--- config.mk ---
export PLATFORM = sky130hd
export DESIGN_NAME = sprite_blit_color_key_top
export DESIGN_NICKNAME = d
export VERILOG_FILES = /design/src/hdl/sbck_pkg.sv /design/src/hdl/sprite_blit_color_key_top.sv
export VERILOG_INCLUDE_DIRS = /design/src /design/src/hdl
export SDC_FILE = /design/constraint.sdc
export NUM_CORES = 1
export LEC_CHECK = 0
export BUFFER_PORTS_ARGS = -buffer_cell sky130_fd_sc_hd__buf_4
export CORE_ASPECT_RATIO = 1.5
export CORE_MARGIN = 3
export CORE_UTILIZATION = 58
export DETAILED_ROUTE_END_ITERATION = 6
export GPL_TIMING_DRIVEN = 0
export PLACE_DENSITY_LB_ADDON = 0.25
export SETUP_SLACK_MARGIN = 0.1
export SKIP_LAST_GASP = 1
export SLEW_MARGIN = 10
export SYNTH_ARGS = -nofsm -noshare
export SYNTH_HDL_FRONTEND = slang
export SYNTH_SLANG_ARGS = --single-unit
--- constraint.sdc ---
create_clock -name i_clk -period 5.8 [get_ports i_clk]
set_input_delay 0 -clock i_clk [delete_from_list [all_inputs] [get_ports i_clk]]
set_output_delay 0 -clock i_clk [all_outputs]
set_load 0.005 [all_outputs]
--- src/hdl/sprite_blit_color_key_top_defines.svh ---
// ----------------------------------------------------------------------------
// Sprite blitter assertion macros
// Shared concurrent check wrappers, clocked on i_clk, off during reset.
// ----------------------------------------------------------------------------
`ifndef SPRITE_BLIT_COLOR_KEY_TOP_DEFINES_SVH
`define SPRITE_BLIT_COLOR_KEY_TOP_DEFINES_SVH

// same-cycle implication
`define SBCK_ASSERT_IMP(name, ante, cons) \
    name: assert property (@(posedge i_clk) disable iff (!i_rst_n) (ante) |-> (cons)) \
        else $error("sbck same-cycle check failed");

// next-cycle implication
`define SBCK_ASSERT_NXT(name, ante, cons) \
    name: assert property (@(posedge i_clk) disable iff (!i_rst_n) (ante) |=> (cons)) \
        else $error("sbck next-cycle check failed");

`endif

--- src/hdl/sbck_pkg.sv ---
// ----------------------------------------------------------------------------
// Sprite blitter package
// Screen size, field widths, register map and result item type.
// ----------------------------------------------------------------------------
package sbck_pkg;

    localparam int SCREEN_WIDTH  = 320;
    localparam int SCREEN_HEIGHT = 240;

    localparam int WIDTH_W  = 9;
    localparam int HEIGHT_W = 8;
    localparam int ORIGIN_W = 10;
    localparam int COLOUR_W = 16;
    localparam int COORD_W  = 12;   // signed placement math

    localparam int IN_TDATA_W  = 16;
    localparam int OUT_TDATA_W = 40;
    localparam int PADDR_W     = 5;
    localparam int PDATA_W     = 32;

    typedef enum logic [2:0] {
        REG_SPRITE_WIDTH  = 3'd0,
        REG_SPRITE_HEIGHT = 3'd1,
        REG_ORIGIN_X      = 3'd2,
        REG_ORIGIN_Y      = 3'd3,
        REG_KEY_ENABLE    = 3'd4,
        REG_KEY_COLOUR    = 3'd5,
        REG_MIRROR        = 3'd6,
        REG_TARGET_BUFFER = 3'd7
    } t_reg_idx;

    typedef enum logic {
        ACT_WRITE   = 1'b0,
        ACT_RESTORE = 1'b1
    } t_action;

    typedef struct packed {
        t_action             action;
        logic                buffer_select;
        logic [COLOUR_W-1:0] out_colour;
        logic [HEIGHT_W-1:0] screen_y;
        logic [WIDTH_W-1:0]  screen_x;
    } t_result;

endpackage

--- src/hdl/sprite_blit_color_key_top.sv ---
// ----------------------------------------------------------------------------
// Sprite blitter with color-key transparency
// Places a raster stream of RGB565 sprite pixels on a 320x240 screen.
// ----------------------------------------------------------------------------
// Usage:
//   s_axis carries one sprite pixel per item, rows in stored order (the first
//   stored row is the bottom screen row). m_axis carries at most one command
//   per pixel: tuser 0 writes tdata colour, tuser 1 restores background.
//   Off-screen pixels produce nothing but still advance the row/column
//   counters. Registers are written over the APB port while the stream idles.
// Timing:
//   One pixel accepted per clock while the skid entry is free. A command is
//   registered after its pixel is accepted. Placement, clipping and key match
//   are one add/compare pass into the output register or the skid entry.
// Reset:
//   Counters clear to the sprite's first pixel, width and height go to 1,
//   other registers to 0, output is empty.
// Stall:
//   A two-entry output (register plus skid) keeps accepting while a result
//   waits; s_axis_tready drops only while the skid entry is occupied.
// ----------------------------------------------------------------------------
`include "sprite_blit_color_key_top_defines.svh"

module sprite_blit_color_key_top (
    input  logic                               i_clk,
    input  logic                               i_rst_n,
    // APB config
    input  logic                               psel,
    input  logic                               penable,
    input  logic                               pwrite,
    input  logic [sbck_pkg::PADDR_W-1:0]       paddr,
    input  logic [sbck_pkg::PDATA_W-1:0]       pwdata,
    output logic [sbck_pkg::PDATA_W-1:0]       prdata,
    output logic                               pready,
    // pixel in
    input  logic                               s_axis_tvalid,
    output logic                               s_axis_tready,
    input  logic [sbck_pkg::IN_TDATA_W-1:0]    s_axis_tdata,  // [15:0] pixel_colour
    // command out
    output logic                               m_axis_tvalid,
    input  logic                               m_axis_tready,
    // [8:0] screen_x, [16:9] screen_y, [32:17] out_colour, [33] buffer_select,
    // [39:34] zero
    output logic [sbck_pkg::OUT_TDATA_W-1:0]   m_axis_tdata,
    output logic                               m_axis_tuser   // [0] action
);

    localparam int CW = sbck_pkg::COORD_W;

    // config registers
    logic [sbck_pkg::WIDTH_W-1:0]  r_sprite_width;
    logic [sbck_pkg::HEIGHT_W-1:0] r_sprite_height;
    logic [sbck_pkg::ORIGIN_W-1:0] r_origin_x;
    logic [sbck_pkg::ORIGIN_W-1:0] r_origin_y;
    logic                          r_key_enable;
    logic [sbck_pkg::COLOUR_W-1:0] r_key_colour;
    logic                          r_mirror;
    logic                          r_target_buffer;

    // raster counters
    logic [sbck_pkg::WIDTH_W-1:0]  r_col;
    logic [sbck_pkg::HEIGHT_W-1:0] r_row;
    logic [sbck_pkg::WIDTH_W-1:0]  n_col;
    logic [sbck_pkg::HEIGHT_W-1:0] n_row;

    // output register and skid
    sbck_pkg::t_result r_out;
    sbck_pkg::t_result r_skid;
    logic              r_out_vld;
    logic              r_skid_vld;
    sbck_pkg::t_result n_out;
    sbck_pkg::t_result n_skid;
    logic              n_out_vld;
    logic              n_skid_vld;

    logic                 cfg_wr;
    sbck_pkg::t_reg_idx   cfg_idx;
    logic                 s_acc;
    logic                 m_acc;
    logic signed [CW-1:0] ox, oy, col_s, row_s, w_s, h_s, px, py;
    logic                 on_screen;
    logic                 keyed;
    logic                 hit;
    logic [sbck_pkg::COLOUR_W-1:0] pix;
    logic [sbck_pkg::WIDTH_W:0]    col_p1;
    logic [sbck_pkg::HEIGHT_W:0]   row_p1;
    sbck_pkg::t_result    res;

    // ---------------- config port ----------------
    assign pready  = 1'b1;
    assign cfg_wr  = psel & penable & pwrite & pready;
    assign cfg_idx = sbck_pkg::t_reg_idx'(paddr[4:2]);

    always_ff @(posedge i_clk) begin
        if (!i_rst_n) begin
            r_sprite_width  <= sbck_pkg::WIDTH_W'(1);
            r_sprite_height <= sbck_pkg::HEIGHT_W'(1);
            r_origin_x      <= '0;
            r_origin_y      <= '0;
            r_key_enable    <= 1'b0;
            r_key_colour    <= '0;
            r_mirror        <= 1'b0;
            r_target_buffer <= 1'b0;
        end else if (cfg_wr) begin
            unique case (cfg_idx)
                sbck_pkg::REG_SPRITE_WIDTH:  r_sprite_width  <= pwdata[8:0];
                sbck_pkg::REG_SPRITE_HEIGHT: r_sprite_height <= pwdata[7:0];
                sbck_pkg::REG_ORIGIN_X:      r_origin_x      <= pwdata[9:0];
                sbck_pkg::REG_ORIGIN_Y:      r_origin_y      <= pwdata[9:0];
                sbck_pkg::REG_KEY_ENABLE:    r_key_enable    <= pwdata[0];
                sbck_pkg::REG_KEY_COLOUR:    r_key_colour    <= pwdata[15:0];
                sbck_pkg::REG_MIRROR:        r_mirror        <= pwdata[0];
                sbck_pkg::REG_TARGET_BUFFER: r_target_buffer <= pwdata[0];
                default: ;
            endcase
        end
    end

    always_comb begin
        unique case (cfg_idx)
            sbck_pkg::REG_SPRITE_WIDTH:  prdata = {23'd0, r_sprite_width};
            sbck_pkg::REG_SPRITE_HEIGHT: prdata = {24'd0, r_sprite_height};
            sbck_pkg::REG_ORIGIN_X:      prdata = {22'd0, r_origin_x};
            sbck_pkg::REG_ORIGIN_Y:      prdata = {22'd0, r_origin_y};
            sbck_pkg::REG_KEY_ENABLE:    prdata = {31'd0, r_key_enable};
            sbck_pkg::REG_KEY_COLOUR:    prdata = {16'd0, r_key_colour};
            sbck_pkg::REG_MIRROR:        prdata = {31'd0, r_mirror};
            sbck_pkg::REG_TARGET_BUFFER: prdata = {31'd0, r_target_buffer};
            default:                     prdata = '0;
        endcase
    end

    // ---------------- placement ----------------
    assign s_axis_tready = !r_skid_vld;
    assign s_acc         = s_axis_tvalid & s_axis_tready;
    assign m_acc         = r_out_vld & m_axis_tready;
    assign pix           = s_axis_tdata[15:0];

    assign ox    = {{(CW-sbck_pkg::ORIGIN_W){r_origin_x[9]}}, r_origin_x};
    assign oy    = {{(CW-sbck_pkg::ORIGIN_W){r_origin_y[9]}}, r_origin_y};
    assign col_s = {{(CW-sbck_pkg::WIDTH_W){1'b0}}, r_col};
    assign row_s = {{(CW-sbck_pkg::HEIGHT_W){1'b0}}, r_row};
    assign w_s   = {{(CW-sbck_pkg::WIDTH_W){1'b0}}, r_sprite_width};
    assign h_s   = {{(CW-sbck_pkg::HEIGHT_W){1'b0}}, r_sprite_height};

    assign px = r_mirror ? (ox + w_s - CW'(1) - col_s) : (ox + col_s);
    assign py = oy + h_s - CW'(1) - row_s;

    assign on_screen = !px[CW-1] && (px < CW'(sbck_pkg::SCREEN_WIDTH))
                    && !py[CW-1] && (py < CW'(sbck_pkg::SCREEN_HEIGHT));
    assign keyed     = r_key_enable && (pix == r_key_colour);
    assign hit       = s_acc && on_screen;

    always_comb begin
        res.action        = keyed ? sbck_pkg::ACT_RESTORE : sbck_pkg::ACT_WRITE;
        res.screen_x      = px[sbck_pkg::WIDTH_W-1:0];
        res.screen_y      = py[sbck_pkg::HEIGHT_W-1:0];
        res.out_colour    = keyed ? '0 : pix;
        res.buffer_select = keyed ? 1'b0 : r_target_buffer;
    end

    // ---------------- raster counters ----------------
    assign col_p1 = {1'b0, r_col} + (sbck_pkg::WIDTH_W+1)'(1);
    assign row_p1 = {1'b0, r_row} + (sbck_pkg::HEIGHT_W+1)'(1);

    always_comb begin
        n_col = r_col;
        n_row = r_row;
        if (s_acc) begin
            if (col_p1 >= {1'b0, r_sprite_width}) begin
                n_col = '0;
                n_row = (row_p1 >= {1'b0, r_sprite_height}) ? '0
                                                             : row_p1[sbck_pkg::HEIGHT_W-1:0];
            end else begin
                n_col = col_p1[sbck_pkg::WIDTH_W-1:0];
            end
        end
    end

    // ---------------- output and skid ----------------
    always_comb begin
        n_out      = r_out;
        n_skid     = r_skid;
        n_out_vld  = r_out_vld;
        n_skid_vld = r_skid_vld;
        if (m_acc || !r_out_vld) begin
            if (r_skid_vld) begin
                n_out      = r_skid;
                n_out_vld  = 1'b1;
                n_skid_vld = 1'b0;
            end else begin
                n_out     = res;
                n_out_vld = hit;
            end
        end else if (hit) begin
            n_skid     = res;
            n_skid_vld = 1'b1;
        end
    end

    always_ff @(posedge i_clk) begin
        if (!i_rst_n) begin
            r_col      <= '0;
            r_row      <= '0;
            r_out_vld  <= 1'b0;
            r_skid_vld <= 1'b0;
        end else begin
            r_col      <= n_col;
            r_row      <= n_row;
            r_out_vld  <= n_out_vld;
            r_skid_vld <= n_skid_vld;
        end
        r_out  <= n_out;
        r_skid <= n_skid;
    end

    assign m_axis_tvalid = r_out_vld;
    assign m_axis_tuser  = r_out.action;
    assign m_axis_tdata  = {6'd0, r_out.buffer_select, r_out.out_colour,
                            r_out.screen_y, r_out.screen_x};

    // ---------------- checks ----------------
    `SBCK_ASSERT_IMP(a_skid_behind_out, r_skid_vld, r_out_vld)
    `SBCK_ASSERT_IMP(a_restore_clean, r_out_vld && (r_out.action == sbck_pkg::ACT_RESTORE),
        (r_out.out_colour == '0) && !r_out.buffer_select)
    `SBCK_ASSERT_IMP(a_out_on_screen, r_out_vld,
        (CW'(r_out.screen_x) < CW'(sbck_pkg::SCREEN_WIDTH))
        && (CW'(r_out.screen_y) < CW'(sbck_pkg::SCREEN_HEIGHT)))
    `SBCK_ASSERT_NXT(a_hit_lands, hit, r_out_vld)

endmodule
==> results.yml <==
clock_tree:
  htreeDepth: 4
  max-clock-path-buffers: 2
  worstSkewPairLatency_ns: 0.43
  cts_root_buffer: "clkbuf_16"
  cts_tree: "built"
  cts_sinks: 145
  cts_inserted_buffers: 17
  clk_pin_slew_ns: 0.07
  postCtsSetupRepairBufs: 0
worst_setup_path:
  crit_type: "register to register"
  cp-start-kind: "register"
  worst_ep_arrival_time_ns: 4.45
  critPathMaxStageDelay_ns: 0.72
  critPathTopFamily: "adder cells"
  crit_buf_inv: 2
  rr_worst_depth: 12
  crit_slowest_cell: "and2_2"
  cp-end-kind: "register"
  cp.depth: 12
  cp_data_required_time_ns: 5.85
  worst-path-max-fanout: 35
  crit_chain: "inv_1, fa_1, inv_1, ha_1, fa_1, a211oi_1, nor2_1, xnor2_1, nor4_1, a2111oi_0, o2111a_1, and2_2"
global_route:
  grt_pass1_wl_um: 36600
  use_met1_pct: 32.5
  grt.overflow.total: 0
  groute.layer.met2.usage_pct: 50.3
  grt_max_degree: 36
  grt_antenna_before_repair: 0
  grt_usage_pct: 28.0
  grt_pass1_vias: 7112
  gr-usage-met3_pct: 3.63
  grt_busiest_layer: "met2"
pwr:
  ir_worst_vdd_mv: 0.207
  power_mw: 2.63
  power_leakage_nw: 4.55
  powerDensity_nw_per_um2: 241
run:
  drv_cap: 0
placed_design:
  placed_area_um2: 9930
  portBuffers: 89
  placed_cells: 1190
  gp_congestion: 0.932
  dp_hpwl_um: 17200
finish:
  syn_to_final_growth_pct: 22.0
  utilization_pct: 73.7
  mostFrequentLayoutCells: "buf_4 (113), nand2_1 (80), inv_1 (76)"
  diodes: 0
  instances_no_fill: 1256
  fin_area_um2: 10900
  drive_gt1_share_pct: 18.6
  finalNetCount: 1175
  multiInputGateArea_um2: 4820
  seqCellArea_um2: 3600
  fillCellCount: 1050
  final_common_cell: "buf_4"
drt:
  drt_wl_total_um: 23300
  vias: 7169
  viasPerCell: 5.71
  drcViolationCount: 0
  wl_per_cell_um: 18.6
  first_iter_violations: 432
  first_pass_iters: 7
  detail-route-antenna-nets: 0
floorplan:
  core-area_um2: 14800
  io_pins: 136
  rows: 54
  die_x_um: 107
  die_area_um2: 17000
  die_h_um: 158
  start_util_pct: 60.4
timing:
  skew_ns: 0.0124
  setup_viol: 0
  finalCritPeriodShare_pct: 75.8
  rsz0062_at_grt: "no"
  min_period_ns: 4.40
  slew_headroom_pct: 34.2
  fmax_mhz: 227
  finalHoldViolCount: 0
  fin_setup_tns_ns: 0
  slew_viol_final: 0
  worst_pin_slew_ns: 0.962
synth:
  ys_seq_area_share_pct: 40.3
  synth_largest_area_cell: "edfxtp_1"
  ys_async_sr_fraction_pct: 0
  synthesis.instances: 884
  synthTopCellsByArea: "edfxtp_1 (24%), dfxtp_1 (17%), ha_1 (6.7%)"
  synth_top_area_share_pct: 23.5
  synth_edf_count: 70
  ys.flop_type: "dfxtp_1"
  synth-seq-cells: 145
  netlist_area_um2: 8940
  yosysWarnings: 0
  syn_area_per_cell_um2: 10.1
  ys_types: 69
min_path:
  hp-class: "primary input to register"
  holdPathStages: 2
outcome:
  outcome: "completed"
==> area by class of cell <==
cell class	count	area share, %
well taps	196	2.25
repair buffers	123	9.25
multi-input cells	628	44.2
flip-flops and latches	145	33.1
clock inverters	15	1.90
inverters	77	2.65
clock buffers	17	3.90
plain buffers	55	2.75
==> timing repair <==
action,CTS,global route
gates resized for setup,0,0
hold buffers,34,0
endpoints found under the setup margin,0,0
hold endpoints to repair,70,0
==> worst register-to-register path: stages, from the launching register on <==
cell	delay [ns]
dfxtp_1	0.39
inv_1	0.11
fa_1	0.55
inv_1	0.05
ha_1	0.23
fa_1	0.43
a211oi_1	0.31
nor2_1	0.12
xnor2_1	0.25
nor4_1	0.11
a2111oi_0	0.42
o2111a_1	0.34
and2_2	0.72
==> report_power, final <==
group	total (mW)	leakage [nW]	switching, mW	internal (mW)
combinational	0.303	2.94	0.152	0.151
clock	1.19	0.312	0.489	0.699
sequential	1.14	1.30	0.0160	1.12
total	2.63	4.55	0.657	1.97
==> cell usage after synthesis, types with 2 or more instances <==
library cell,count
mux2_2,34
nor2_1,25
nor2b_1,64
xnor2_1,24
nand2_1,80
a21o_1,10
a21boi_0,22
inv_1,77
clkbuf_1,27
a211oi_1,5
fa_1,20
o22ai_1,10
buf_2,3
or3_1,2
and2_1,10
buf_4,24
nand3b_1,2
xor2_1,21
o2111a_1,2
o21a_1,4
o31a_1,3
dfxtp_1,75
a21oi_1,26
edfxtp_1,70
nand4_1,4
o211ai_1,10
o21ai_0,27
nand4b_1,3
nor4_1,5
nand2b_1,9
a2111oi_0,3
nand3_1,13
a31oi_1,3
or2_2,4
nor3_1,11
a22oi_1,12
conb_1,2
mux2i_1,53
ha_1,48
and3_1,7
nor4_4,2
==> cells by family after synthesis <==
family | Yosys count | synth area share (%)
buffers and inverters | 132 | 6.59
AND/OR/NAND/NOR | 250 | 15.1
other | 2 | 0.0840
XOR/XNOR | 45 | 4.41
AO/OA/AOI/OAI | 155 | 12.1
flip-flops | 145 | 40.3
multiplexers | 87 | 10.2
adder cells (fa/ha/maj) | 68 | 11.2
==> sequential cells by signal, summed over array words and instances, names as in the netlist <==
register         count
m_axis_tdata        34
r_sprite_height      8
r_key_colour        16
m_axis_tvalid        1
m_axis_tuser         1
r_origin_y          10
r_origin_x          10
r_row                8
r_target_buffer      1
r_skid              35
r_mirror             1
r_sprite_width       9
r_key_enable         1
r_col                9
r_skid_vld           1
==> per-stage QoR <==
| step | setup slack [ns] | hold WS [ns] |
|---|---|---|
| floorplan | 1.75 | 0.145 |
| global placement | 1.07 | 0.267 |
| CTS | 1.45 | 0.0135 |
| finish | 1.40 | 0.00850 |
| global route | 1.14 | 0.0363 |
| detailed placement | 1.51 | 0.271 |
==> worst paths after layout <==
check / from / end / slack, ns
worst max-delay path: r_sprite_height[1] / r_skid[31] / 1.40
worst min-delay path: i_rst_n / r_key_colour[14] / 0.009
worst max register to register: r_sprite_height[1] / r_skid[31] / 1.40
worst min register to register: r_key_colour[13] / r_key_colour[13] / 0.51
==> metal layers <==
layer / part of all wire, % / vias to the layer above
met5: 0 / -
met4: 4.5 / 0
met3: 5.2 / 68
met2: 52 / 274
met1: 39 / 3439
li1: - / 3388
Note: power is estimated with default switching activity, not from simulation.
